[src/pelc_pkg.sv]
// ----------------------------------------------------------------------------
// pelc_pkg: shared types and constants of the PIN entry lock controller
// Holds the action, event and phase codes, key codes, digit store sizes and
// the structs that travel between the pipeline stages.
// ----------------------------------------------------------------------------
package pelc_pkg;

    localparam int MAX_DIGITS = 16;
    localparam int IDX_W      = $clog2(MAX_DIGITS);
    localparam int CNT_W      = $clog2(MAX_DIGITS + 1);

    localparam int MINLEN_W   = 5;
    localparam int FLASH_W    = 8;
    localparam int KEY_W      = 8;
    localparam int DIGIT_W    = 4;
    localparam int CTR_W      = 32;
    localparam int DIGOUT_W   = 5;
    localparam int CFG_W      = 8;

    localparam logic [MINLEN_W-1:0] MINLEN_RST = MINLEN_W'(4);
    localparam logic [FLASH_W-1:0]  FLASH_RST  = FLASH_W'(12);

    localparam logic [KEY_W-1:0] KEY_BS   = 8'd8;
    localparam logic [KEY_W-1:0] KEY_LF   = 8'd10;
    localparam logic [KEY_W-1:0] KEY_CR   = 8'd13;
    localparam logic [KEY_W-1:0] KEY_ZERO = 8'h30;
    localparam logic [KEY_W-1:0] KEY_NINE = 8'h39;

    typedef enum logic [1:0] {
        ACT_KEY   = 2'd0,
        ACT_LOCK  = 2'd1,
        ACT_TICK  = 2'd2,
        ACT_CLEAR = 2'd3
    } action_t;

    typedef enum logic [2:0] {
        EV_NONE     = 3'd0,
        EV_UNLOCKED = 3'd1,
        EV_WRONG    = 3'd2,
        EV_ENROLLED = 3'd3,
        EV_BADLEN   = 3'd4,
        EV_MISMATCH = 3'd5
    } event_t;

    typedef enum logic [1:0] {
        PH_VALIDATE = 2'd0,
        PH_PICK     = 2'd1,
        PH_CONFIRM  = 2'd2
    } phase_t;

    typedef enum logic {
        CFG_MIN_LEN = 1'b0,
        CFG_FLASH   = 1'b1
    } cfg_index_t;

    typedef struct packed {
        action_t           action;
        logic [KEY_W-1:0]  key_code;
    } item_t;

    typedef struct packed {
        logic                locked;
        phase_t              phase;
        logic [DIGOUT_W-1:0] digits_entered;
        logic                flash_on;
        event_t              event_res;
        logic [CTR_W-1:0]    failed_count;
        logic [CTR_W-1:0]    unlock_total;
    } result_t;

endpackage

[src/pelc_in_reg.sv]
// ----------------------------------------------------------------------------
// pelc_in_reg: input word register
// Captures one word from the slave side and holds it until the core takes it.
// ----------------------------------------------------------------------------
module pelc_in_reg (
    input  logic            aclk,
    input  logic            aresetn,
    input  logic            in_valid,
    output logic            in_ready,
    input  pelc_pkg::item_t in_item,
    input  logic            take,
    output logic            item_valid,
    output pelc_pkg::item_t item
);
    import pelc_pkg::*;

    logic  valid_reg;
    logic  valid_next;
    item_t item_reg;

    // The register frees up in the same cycle that the core consumes it.
    assign in_ready   = !valid_reg || take;
    assign item_valid = valid_reg;
    assign item       = item_reg;

    always_comb begin
        valid_next = valid_reg;
        if (in_valid && in_ready) begin
            valid_next = 1'b1;
        end else if (take) begin
            valid_next = 1'b0;
        end
    end

    always_ff @(posedge aclk) begin
        if (!aresetn) begin
            valid_reg <= 1'b0;
        end else begin
            valid_reg <= valid_next;
        end
    end

    always_ff @(posedge aclk) begin
        if (in_valid && in_ready) begin
            item_reg <= in_item;
        end
    end

endmodule

[src/pelc_core.sv]
// ----------------------------------------------------------------------------
// pelc_core: lock state and combinational item processing
// Holds the configuration, the lock state and the three digit stores, and
// works out the next state and the result for one word combinationally.
// ----------------------------------------------------------------------------
module pelc_core (
    input  logic                          aclk,
    input  logic                          aresetn,
    input  logic                          cfg_wr_en,
    input  pelc_pkg::cfg_index_t          cfg_addr,
    input  logic [pelc_pkg::CFG_W-1:0]    cfg_wdata,
    input  logic                          fire,
    input  pelc_pkg::item_t               item,
    output pelc_pkg::result_t             result
);
    import pelc_pkg::*;

    localparam logic [CNT_W-1:0] MAX_CNT = CNT_W'(MAX_DIGITS);

    logic [MINLEN_W-1:0] min_len_reg;
    logic [FLASH_W-1:0]  flash_reload_reg;

    logic                active_reg, active_next;
    phase_t              phase_reg, phase_next;
    logic [CNT_W-1:0]    entry_count_reg, entry_count_next;
    logic [CNT_W-1:0]    first_count_reg, first_count_next;
    logic [CNT_W-1:0]    stored_count_reg, stored_count_next;
    logic [FLASH_W-1:0]  flash_reg, flash_next;
    logic [CTR_W-1:0]    failed_reg, failed_next;
    logic [CTR_W-1:0]    unlock_reg, unlock_next;

    logic [DIGIT_W-1:0]  entry_digits_reg  [MAX_DIGITS];
    logic [DIGIT_W-1:0]  first_digits_reg  [MAX_DIGITS];
    logic [DIGIT_W-1:0]  stored_digits_reg [MAX_DIGITS];

    logic                entry_wr;
    logic                copy_first;
    logic                copy_stored;
    logic                flash_on;
    event_t              ev;

    logic [DIGIT_W-1:0]  ref_digits [MAX_DIGITS];
    logic [CNT_W-1:0]    ref_count;
    logic [MAX_DIGITS-1:0] lane_diff;
    logic                match;
    logic                is_digit;

    // Configuration registers.
    always_ff @(posedge aclk) begin
        if (!aresetn) begin
            min_len_reg      <= MINLEN_RST;
            flash_reload_reg <= FLASH_RST;
        end else if (cfg_wr_en) begin
            case (cfg_addr)
                CFG_MIN_LEN: min_len_reg      <= cfg_wdata[MINLEN_W-1:0];
                CFG_FLASH:   flash_reload_reg <= cfg_wdata[FLASH_W-1:0];
                default:     ;
            endcase
        end
    end

    // The entry is compared with the stored PIN while validating and with the
    // picked PIN while confirming. Every lane is evaluated, so the compare
    // takes the same path whatever the digits are.
    always_comb begin
        for (int i = 0; i < MAX_DIGITS; i++) begin
            ref_digits[i] = (phase_reg == PH_CONFIRM) ? first_digits_reg[i]
                                                      : stored_digits_reg[i];
        end
        ref_count = (phase_reg == PH_CONFIRM) ? first_count_reg : stored_count_reg;
        for (int i = 0; i < MAX_DIGITS; i++) begin
            lane_diff[i] = (CNT_W'(i) < entry_count_reg) && (CNT_W'(i) < ref_count) &&
                           (entry_digits_reg[i] != ref_digits[i]);
        end
        match = (entry_count_reg == ref_count) && (lane_diff == '0);
    end

    assign is_digit = (item.key_code >= KEY_ZERO) && (item.key_code <= KEY_NINE);

    always_comb begin
        active_next       = active_reg;
        phase_next        = phase_reg;
        entry_count_next  = entry_count_reg;
        first_count_next  = first_count_reg;
        stored_count_next = stored_count_reg;
        flash_next        = flash_reg;
        failed_next       = failed_reg;
        unlock_next       = unlock_reg;
        entry_wr          = 1'b0;
        copy_first        = 1'b0;
        copy_stored       = 1'b0;
        flash_on          = 1'b0;
        ev                = EV_NONE;

        case (item.action)
            ACT_KEY: begin
                if (active_reg) begin
                    if (item.key_code == KEY_BS) begin
                        if (entry_count_reg != '0) begin
                            entry_count_next = entry_count_reg - 1'b1;
                        end
                    end else if (item.key_code == KEY_LF || item.key_code == KEY_CR) begin
                        if (entry_count_reg == '0) begin
                            ev = EV_NONE;
                        end else if (phase_reg != PH_VALIDATE) begin
                            if ((CNT_W + 1)'(entry_count_reg) < (CNT_W + 1)'(min_len_reg) ||
                                entry_count_reg > MAX_CNT) begin
                                flash_next       = flash_reload_reg;
                                entry_count_next = '0;
                                ev               = EV_BADLEN;
                            end else if (phase_reg == PH_PICK) begin
                                copy_first       = 1'b1;
                                first_count_next = entry_count_reg;
                                entry_count_next = '0;
                                phase_next       = PH_CONFIRM;
                            end else if (!match) begin
                                phase_next       = PH_PICK;
                                first_count_next = '0;
                                entry_count_next = '0;
                                flash_next       = flash_reload_reg;
                                ev               = EV_MISMATCH;
                            end else begin
                                copy_stored       = 1'b1;
                                stored_count_next = first_count_reg;
                                phase_next        = PH_VALIDATE;
                                unlock_next       = unlock_reg + 1'b1;
                                active_next       = 1'b0;
                                entry_count_next  = '0;
                                first_count_next  = '0;
                                flash_next        = '0;
                                ev                = EV_ENROLLED;
                            end
                        end else if (match) begin
                            unlock_next      = unlock_reg + 1'b1;
                            active_next      = 1'b0;
                            entry_count_next = '0;
                            flash_next       = '0;
                            ev               = EV_UNLOCKED;
                        end else begin
                            failed_next      = failed_reg + 1'b1;
                            flash_next       = flash_reload_reg;
                            entry_count_next = '0;
                            ev               = EV_WRONG;
                        end
                    end else if (is_digit && entry_count_reg < MAX_CNT) begin
                        entry_wr         = 1'b1;
                        entry_count_next = entry_count_reg + 1'b1;
                    end
                end
            end
            ACT_LOCK: begin
                entry_count_next = '0;
                active_next      = 1'b1;
                flash_next       = '0;
                if ((CNT_W + 1)'(stored_count_reg) < (CNT_W + 1)'(min_len_reg)) begin
                    phase_next       = PH_PICK;
                    first_count_next = '0;
                end else begin
                    phase_next = PH_VALIDATE;
                end
            end
            ACT_TICK: begin
                if (active_reg && flash_reg != '0) begin
                    flash_on   = 1'b1;
                    flash_next = flash_reg - 1'b1;
                end
            end
            ACT_CLEAR: begin
                stored_count_next = '0;
            end
            default: ;
        endcase
    end

    assign result.locked         = active_next;
    assign result.phase          = phase_next;
    assign result.digits_entered = DIGOUT_W'(entry_count_next);
    assign result.flash_on       = flash_on;
    assign result.event_res      = ev;
    assign result.failed_count   = failed_next;
    assign result.unlock_total   = unlock_next;

    always_ff @(posedge aclk) begin
        if (!aresetn) begin
            active_reg       <= 1'b0;
            phase_reg        <= PH_VALIDATE;
            entry_count_reg  <= '0;
            first_count_reg  <= '0;
            stored_count_reg <= '0;
            flash_reg        <= '0;
            failed_reg       <= '0;
            unlock_reg       <= '0;
        end else if (fire) begin
            active_reg       <= active_next;
            phase_reg        <= phase_next;
            entry_count_reg  <= entry_count_next;
            first_count_reg  <= first_count_next;
            stored_count_reg <= stored_count_next;
            flash_reg        <= flash_next;
            failed_reg       <= failed_next;
            unlock_reg       <= unlock_next;
        end
    end

    // Digit stores are only read below their counts, so they need no reset.
    always_ff @(posedge aclk) begin
        if (fire && entry_wr) begin
            entry_digits_reg[entry_count_reg[IDX_W-1:0]] <= item.key_code[DIGIT_W-1:0];
        end
        if (fire && copy_first) begin
            first_digits_reg <= entry_digits_reg;
        end
        if (fire && copy_stored) begin
            stored_digits_reg <= first_digits_reg;
        end
    end

    a_entry_bounded: assert property (@(posedge aclk) disable iff (!aresetn)
        entry_count_reg <= MAX_CNT)
        else $error("entry count beyond the digit store");

    a_unlocked_empty: assert property (@(posedge aclk) disable iff (!aresetn)
        !active_reg |-> (entry_count_reg == '0 && phase_reg == PH_VALIDATE))
        else $error("unlocked with a pending entry or enrollment");

    a_confirm_has_pick: assert property (@(posedge aclk) disable iff (!aresetn)
        phase_reg == PH_CONFIRM |-> first_count_reg != '0)
        else $error("confirm phase without a picked PIN");

    a_unlock_releases: assert property (@(posedge aclk) disable iff (!aresetn)
        fire && (ev == EV_UNLOCKED || ev == EV_ENROLLED) |=>
            !active_reg && unlock_reg == $past(unlock_reg) + 1'b1)
        else $error("unlock did not release the lock and count");

endmodule

[src/pelc_out_reg.sv]
// ----------------------------------------------------------------------------
// pelc_out_reg: result word register
// Holds one finished result until the master side takes it.
// ----------------------------------------------------------------------------
module pelc_out_reg (
    input  logic              aclk,
    input  logic              aresetn,
    input  logic              load,
    input  pelc_pkg::result_t result,
    output logic              can_load,
    output logic              out_valid,
    input  logic              out_ready,
    output pelc_pkg::result_t out_result
);
    import pelc_pkg::*;

    logic    valid_reg;
    logic    valid_next;
    result_t result_reg;

    assign can_load   = !valid_reg || out_ready;
    assign out_valid  = valid_reg;
    assign out_result = result_reg;

    always_comb begin
        valid_next = valid_reg;
        if (load) begin
            valid_next = 1'b1;
        end else if (out_ready) begin
            valid_next = 1'b0;
        end
    end

    always_ff @(posedge aclk) begin
        if (!aresetn) begin
            valid_reg <= 1'b0;
        end else begin
            valid_reg <= valid_next;
        end
    end

    always_ff @(posedge aclk) begin
        if (load) begin
            result_reg <= result;
        end
    end

endmodule

[src/pin_entry_lock_controller.sv]
// ----------------------------------------------------------------------------
// pin_entry_lock_controller: keypad PIN lock with PIN enrollment
//
//   Channel   Direction  Handshake          Payload
//   s_        in         s_tvalid/s_tready  tuser: action, tdata: key_code
//   m_        out        m_tvalid/m_tready  tdata: lock status and counters
//   cfg_      in         cfg_wr_en          cfg_addr selects, cfg_wdata value
//
// One word is accepted per cycle when the master side keeps taking results.
// A result is presented only after its word is accepted and registered: the word sits in
// the input register, then the core updates the state and loads the result register.
// Reset is synchronous and active low; digit stores are not cleared.
// A stall on the master side holds the result register and lets one more word
// wait in the input register before s_tready drops.
// ----------------------------------------------------------------------------
module pin_entry_lock_controller (
    input  logic        aclk,
    input  logic        aresetn,
    input  logic        s_tvalid,
    output logic        s_tready,
    input  logic [7:0]  s_tdata,   // [7:0] key_code
    input  logic [1:0]  s_tuser,   // [1:0] action
    output logic        m_tvalid,
    input  logic        m_tready,
    // [0] locked, [2:1] phase, [7:3] digits_entered, [8] flash_on,
    // [11:9] event_res, [43:12] failed_count, [75:44] unlock_total, [79:76] zero
    output logic [79:0] m_tdata,
    input  logic        cfg_wr_en,
    input  logic        cfg_addr,
    input  logic [7:0]  cfg_wdata
);
    import pelc_pkg::*;

    item_t   in_item;
    item_t   item;
    logic    item_valid;
    logic    can_load;
    logic    fire;
    result_t result;
    result_t out_result;

    assign in_item.action   = action_t'(s_tuser);
    assign in_item.key_code = s_tdata;

    // A word is processed when it sits in the input register and the result
    // register is free or being emptied.
    assign fire = item_valid && can_load;

    pelc_in_reg u_in_reg (
        .aclk       (aclk),
        .aresetn    (aresetn),
        .in_valid   (s_tvalid),
        .in_ready   (s_tready),
        .in_item    (in_item),
        .take       (fire),
        .item_valid (item_valid),
        .item       (item)
    );

    pelc_core u_core (
        .aclk      (aclk),
        .aresetn   (aresetn),
        .cfg_wr_en (cfg_wr_en),
        .cfg_addr  (cfg_index_t'(cfg_addr)),
        .cfg_wdata (cfg_wdata),
        .fire      (fire),
        .item      (item),
        .result    (result)
    );

    pelc_out_reg u_out_reg (
        .aclk       (aclk),
        .aresetn    (aresetn),
        .load       (fire),
        .result     (result),
        .can_load   (can_load),
        .out_valid  (m_tvalid),
        .out_ready  (m_tready),
        .out_result (out_result)
    );

    assign m_tdata = {4'b0000,
                      out_result.unlock_total,
                      out_result.failed_count,
                      out_result.event_res,
                      out_result.flash_on,
                      out_result.digits_entered,
                      out_result.phase,
                      out_result.locked};

endmodule

[config.mk]
export PLATFORM = sky130hd
export DESIGN_NAME = pin_entry_lock_controller
export DESIGN_NICKNAME = d
export VERILOG_FILES = /design/src/pelc_pkg.sv /design/src/pelc_in_reg.sv /design/src/pelc_core.sv /design/src/pelc_out_reg.sv /design/src/pin_entry_lock_controller.sv
export SDC_FILE = /design/constraint.sdc
export NUM_CORES = 1
export LEC_CHECK = 0
export ABC_AREA = 0
export BUFFER_PORTS_ARGS = -buffer_cell sky130_fd_sc_hd__buf_4
export CAP_MARGIN = 15
export CORE_ASPECT_RATIO = 1.75
export CORE_MARGIN = 4
export CORE_UTILIZATION = 60
export CTS_BUF_LIST = sky130_fd_sc_hd__clkbuf_16
export DETAILED_ROUTE_END_ITERATION = 10
export GPL_ROUTABILITY_DRIVEN = 0
export GPL_TIMING_DRIVEN = 0
export PLACE_DENSITY = 0.79
export SLEW_MARGIN = 20
export SYNTH_ARGS = -nofsm -noshare
export SYNTH_HDL_FRONTEND = slang
export SYNTH_SLANG_ARGS = --single-unit
[constraint.sdc]
create_clock -name aclk -period 8.8 [get_ports aclk]
set_clock_uncertainty 0.1 [all_clocks]
set_input_delay 0.88 -clock aclk [delete_from_list [all_inputs] [get_ports aclk]]
set_output_delay 0.88 -clock aclk [all_outputs]
set_load 0.01 [all_outputs]
==> results.md, run 1 <==
* Via density at roughly 6.2
* Syn Std Cell Area at 17,700 sq um
* Fin. Hold Viols at 0
* Peak Freq at 186 MHz
* Worst Max-Slew Pin Slew at 999 ps
* Warnings, synthesis at 0
* P&R area growth vs syn at 13.9%
* Slew Limit Fails at 0
* Worst reg2reg startpoint: u_core.phase_reg[0]
* Setup crit end: u_core.stored_digits_reg[43]
* Initial antenna violation count at 0
* Chip Height at 235 um
* Drt pass-1 iters at 8
* # clock sinks at 383
* Min cycle time layout at 5380 ps
* Antenna Nets Post-Route at 0
* Total GRT Usage at 28.1%
* Num rows at 83
* Max reg flops at 76
* Primary FF master, synth: edfxtp_1
* Register area share after synthesis at 59.0%
* Crit path capture type: register
* Reg2reg path depth at 16
* HPWL after DPL at around 33 mm
* Root Driver: clkbuf_16
* TritonCTS clock tree: built
* Final WL at 45.3 mm
* I/O Buffers at 101
* Async SR Flop Fraction at 0%
* Startpoint Class: register
* Status: completed
* Crit path from: u_core.phase_reg[0]
* Share of layout cells above drive strength 1 at around an eighth
* Via Count at 13.2k
* Final Cycle Share at 61.1%
* WL per Instance at 21.3 um
* Power Dens Cells at 175 nW/um^2
* Crit path required time at a little under 9000 ps
* Max-slew headroom at 32.5%
* Final setup vio count at 0
* Worst-skew pair later-pin latency at 530 ps
* Die width at between 100 and 150 um
* I/O pin count at 106
* Vias in the first global route at 13.6k
* Number of synthesized flops with an enable pin at 278
* Worst hold path type: reg -> reg
* Core Region at between 20,000 and 30,000 sq um
* Leakage power at 7.32 nW
* TritonCTS buffer count at 34
* Register bit total from synthesis at 383
* Max cap viols at 0
* First-pass GRT wire length at 71.0 mm
* Bufs on Longest Clock Path at 3
* Worst-path clk slew at 70 ps
* Worst R2R End: u_core.stored_digits_reg[43]
* H-tree depth at 2
* Initial Util at between 60% and 70%
* DRC at 0
* 1st-iter DRT viols at 1,010
* CTS resizes at 0
* Die area at between 30,000 and 40,000 sq um
* Post CTS Setup Buffer Count at 0
* WP data arrival at 5510 ps
* Mean area per synthesized cell at about 11 sq um
* Min-delay src: u_core.first_digits_reg[20]
* Setup CP Type: reg -> reg
* Peak VDD IR at 0.160 mV
* GRT Residual Overflow at 0
* Largest net degree at the start of global routing at 54
* Design Power at 3.52 mW
* Nets at 1,770
* Diode count at 0
* RSZ-0062 raised after global routing: no
* Fin Setup TNS at 0 ps
* Cts hold-fix bufs at 0
* Yosys cell types at 68
* Crit path max fanout at 10
* Post-synthesis cell count at roughly 1.6k
* R2r setup slk at 3420 ps
## synthesized netlist by cell type, types with 17 or more instances
library cell / instances / area (sq um)
a21oi_1: 45 / 225
and3_1: 17 / 106
clkbuf_1: 48 / 180
dfxtp_1: 105 / 2100
edfxtp_1: 278 / 8350
ha_1: 23 / 288
inv_1: 71 / 267
mux2i_1: 39 / 390
nand2_1: 123 / 462
nand2b_1: 33 / 206
nand3_1: 65 / 325
nand4_1: 23 / 144
nor2_1: 126 / 473
nor3_1: 55 / 275
o21ai_0: 41 / 205
o22ai_1: 28 / 175
or3_1: 21 / 131
or4_1: 21 / 158
xnor2_1: 68 / 596
xor2_1: 82 / 718
## metal layers
layer  track usage (%)  vias to the layer above  share of wire [%]
met2              50.3                      565                 53
met1              29.8                     6358                 34
met3              4.28                      196                5.5
li1                  -                     6065                  -
met5                 0                        -                  0
met4              18.4                        0                7.1
## metrics by stage
| stage | setup WS, ps | hold WS, ps | utilization (%) | cell area (sq um) | cells |
|---|---|---|---|---|---|
| 6_report | 3420 | 350 | 69.1 | 20200 | 2129 |
| 2_1_floorplan | 1160 | 326 | - | 17700 | 1567 |
| 3_5_place_dp | 3470 | 333 | 65.6 | 19100 | 2068 |
| 3_3_place_gp | -2570 | 331 | 64.9 | 19000 | 2050 |
| 4_1_cts | 3460 | 345 | 69.1 | 20200 | 2128 |
| 5_1_grt | 3110 | 354 | 69.1 | 20200 | 2129 |
## where the power goes
part           internal (mW)  switching (mW)  total [mW]
registers               1.95          0.0208        1.97
clock network          0.754           0.636        1.39
logic                 0.0637           0.101       0.164
## layout make-up
class | count | area, sq um
flip-flops and latches | 383 | 10500
fillers | 2093 | 9020
multi-input cells | 1034 | 6670
clock buffers | 37 | 926
repair buffers | 120 | 926
well taps | 382 | 478
plain buffers | 79 | 354
inverters | 71 | 267
clock inverters | 23 | 92.6
## worst max-delay path, cell delays in order (launching register included)
cell and delay [ps]:
dfxtp_1 390, nor2b_1 130, buf_2 180, buf_2 280
buf_4 300, buf_2 340, nand4_1 180, o221ai_1 190
o21ai_0 220, a22oi_1 280, and4b_1 410, clkbuf_1 450
nand2_1 340, nor3_2 600, buf_6 240, buf_4 210
buf_4 220
## layout by cell type, fill, tap and decap left out, types with 21 or more instances in the layout
| cell | instances |
|---|---|
| nand2_1 | 123 |
| nor2_1 | 126 |
| ha_1 | 23 |
| nand3_1 | 65 |
| clkbuf_16 | 37 |
| nand2b_1 | 33 |
| clkbuf_1 | 47 |
| edfxtp_1 | 278 |
| or4_1 | 21 |
| a21oi_1 | 45 |
| xnor2_1 | 68 |
| o22ai_1 | 28 |
| inv_1 | 82 |
| buf_4 | 119 |
| dfxtp_1 | 105 |
| o21ai_0 | 41 |
| xor2_1 | 82 |
| or3_1 | 21 |
| nor3_1 | 53 |
| nand4_1 | 23 |
| mux2i_1 | 39 |
## logic make-up after synthesis
logic type | share of synthesized area [%]
flops | 59.0
simple gates | 15.7
fa+ha+maj | 1.63
compound gates | 10.2
other cells | 0.0212
xor+xnor | 7.42
buf+inv | 3.48
mux | 2.59
## how the worst min path moves through the flow
stage	to	slack, ps	depth (start not counted)
after CTS	u_core.first_digits_reg[12]	340	0
final	u_core.stored_digits_reg[20]	350	0
after floorplan	u_core.stored_digits_reg[20]	330	0
after detailed placement	u_core.stored_digits_reg[45]	330	0
after global placement	u_core.stored_digits_reg[40]	330	0
after global routing	u_core.stored_digits_reg[45]	350	0
(Power assumes the default switching activity.)
==> run 2: changes to the inputs <==
--- a/config.mk
+++ b/config.mk
@@ -10,12 +10,12 @@
 export CAP_MARGIN = 15
 export CORE_ASPECT_RATIO = 1.75
 export CORE_MARGIN = 4
-export CORE_UTILIZATION = 60
+export CORE_UTILIZATION = 55
 export CTS_BUF_LIST = sky130_fd_sc_hd__clkbuf_16
 export DETAILED_ROUTE_END_ITERATION = 10
 export GPL_ROUTABILITY_DRIVEN = 0
 export GPL_TIMING_DRIVEN = 0
-export PLACE_DENSITY = 0.79
+export PLACE_DENSITY = 0.76
 export SLEW_MARGIN = 20
 export SYNTH_ARGS = -nofsm -noshare
 export SYNTH_HDL_FRONTEND = slang
==> constraint.sdc (replaced) <==
create_clock -name aclk -period 4.6 [get_ports aclk]
set_clock_uncertainty 0.1 [all_clocks]
set_input_delay 0.46 -clock aclk [delete_from_list [all_inputs] [get_ports aclk]]
set_output_delay 0.46 -clock aclk [all_outputs]
set_load 0.01 [all_outputs]
==> run 2 against run 1 <==
  * Wire length increased by 0.55%
  * Via count decreased by 0.96%
  * Critical path depth decreased by 1
  * Critical path type unchanged
  * Highest routed layer unchanged
==> results.md, run 2 (synthesized netlist as in run 1, its figures left out) <==
* First-pass GRT wire length at 70.8 mm
* Slew Limit Fails at 0
* Met1 usage at 27.5%
* Nets at 1,777
* Pre-CTS WS at -275 ps
* Crit path capture type: register
* Busiest grt layer: met2
* Peak VDD IR at 0.327 mV
* Commonest non-fill, non-tap cell in the layout: edfxtp_1
* Total GRT Usage at 25.8%
* Drt pass-1 iters at 6
* Worst-skew pair later-pin latency at 540 ps
* Diode count at 0
* I/O Buffers at 101
* Crit path max fanout at 16
* I/O pin count at 106
* Initial Util at 56.0%
* # clock sinks at roughly 380
* H-tree depth at 2
* 1st-iter DRT viols at approximately 1.1k
* WL per Instance at 21.2 um
* Max reg flops at 76
* P&R area growth vs syn at 15.5%
* Met2 Track Usage GR at between 40% and 50%
* Core Region at approximately 32,000 sq um
* Vias in the first global route at 13.3k
* WP data arrival at 4600 ps
* Via Count at 13.1k
* Worst hold path type: in -> reg
* Min-delay src: s_tdata[3]
* Die area at 35,200 sq um
* Max cap viols at 0
* Worst Max-Slew Pin Slew at 976 ps
* Min cycle time layout at 4470 ps
* Share of layout cells above drive strength 1 at 13.4%
* Peak Freq at approximately 220 MHz
* Max-slew headroom at a little over a third
* Crit path required time at 4730 ps
* Num rows at 86
* Bufs on Longest Clock Path at 3
* DRC at 0
* Final WL at 45.5 mm
* Setup CP Type: reg -> reg
* Fillers at about 2.5k
* Die width at 144 um
* Final setup margin at 131 ps
* Largest net degree at the start of global routing at 54
* Startpoint Class: register
* Leakage power at 7.41 nW
* Antenna Nets Post-Route at 0
* Via density at 6.07
* HPWL after DPL at roughly 33 mm
* Initial antenna violation count at 0
* Chip Height at 245 um
* Hold WS at 18.5 ps
* Final setup vio count at 0
* Fin. Hold Viols at 0
* GRT Residual Overflow at 0
* Final Cycle Share at 97.1%
* Crit path from: u_core.phase_reg[1]
* TritonCTS clock tree: built
* Status: completed
* Worst-path clk slew at 70 ps
* Power Dens Cells at 342 nW/um^2
* Root Driver: clkbuf_16
* TritonCTS buffer count at 35
* Placed cell count at 2,075
* Worst reg2reg startpoint: u_core.phase_reg[1]
* Met3 GRT Util at slightly below 4%
* Most frequent cells in the layout: 278 x edfxtp_1, 125 x nor2_1, 122 x nand2_1
* Final Non-Filler Cells at 2,151
-- run 2: worst paths after layout --
check,depth (start not counted),end,slack [ps]
setup / recovery,15,u_core.stored_digits_reg[19],130
hold / removal,1,u_in_reg.item[3],20
setup reg to reg,15,u_core.stored_digits_reg[19],130
hold reg to reg,0,u_core.stored_digits_reg[47],350
-- run 2: where the power goes --
group	total (mW)	leakage, nW	switching, mW	internal (mW)
combinational	0.322	3.48	0.196	0.126
sequential	3.76	3.35	0.0400	3.72
clock	2.91	0.578	1.27	1.64
total	6.99	7.41	1.51	5.49
-- run 2: final cells by class --
type / count / area (sq um) / share of cell area (%)
inverters: 71 / 267 / 1.30
repair buffers: 126 / 1030 / 5.02
clock inverters: 23 / 156 / 0.765
flip-flops and latches: 383 / 10500 / 51.1
plain buffers: 79 / 365 / 1.79
multi-input cells: 1034 / 6710 / 32.8
clock buffers: 39 / 976 / 4.77
well taps: 396 / 495 / 2.42
-- run 2: repair_timing --
| item | CTS | global route |
|---|---|---|
| setup endpoints to repair | 64 | 175 |
| hold endpoints to repair | 6 | 0 |
| cloned | 0 | 0 |
| hold buffers | 6 | 0 |
| resized for setup | 4 | 9 |
| pin swaps | 2 | 1 |
| buffers inserted | 2 | 5 |
-- run 2: stage by stage --
| step | setup TNS, ps | area [sq um] | total power [mW] | util [%] |
|---|---|---|---|---|
| floorplan | 0 | 17700 | 4.00 | - |
| global placement | -226540 | 19000 | 4.15 | 60.0 |
| detailed placement | -11470 | 19200 | 4.15 | 60.6 |
| CTS | 0 | 20400 | 7.03 | 64.4 |
| global route | -723 | 20400 | 7.20 | 64.6 |
| finish | 0 | 20400 | 6.99 | 64.6 |
-- run 2: critical path: stages (launching register included) --
cell and delay (ps):
dfxtp_1 360, nor2b_1 130, buf_2 190, buf_2 330
buf_4 300, clkbuf_4 290, nand4_1 130, o221ai_1 170
o21ai_0 200, a22oi_1 230, and4b_2 370, clkbuf_2 300
nand2_2 210, nor3_4 390, buf_8 230, buf_8 190
-- run 2: per-layer routing --
metal	part of all wire [%]	vias up
met4	5.9	0
met5	0	-
met3	5.1	162
met2	54	487
met1	35	6337
li1	-	6072
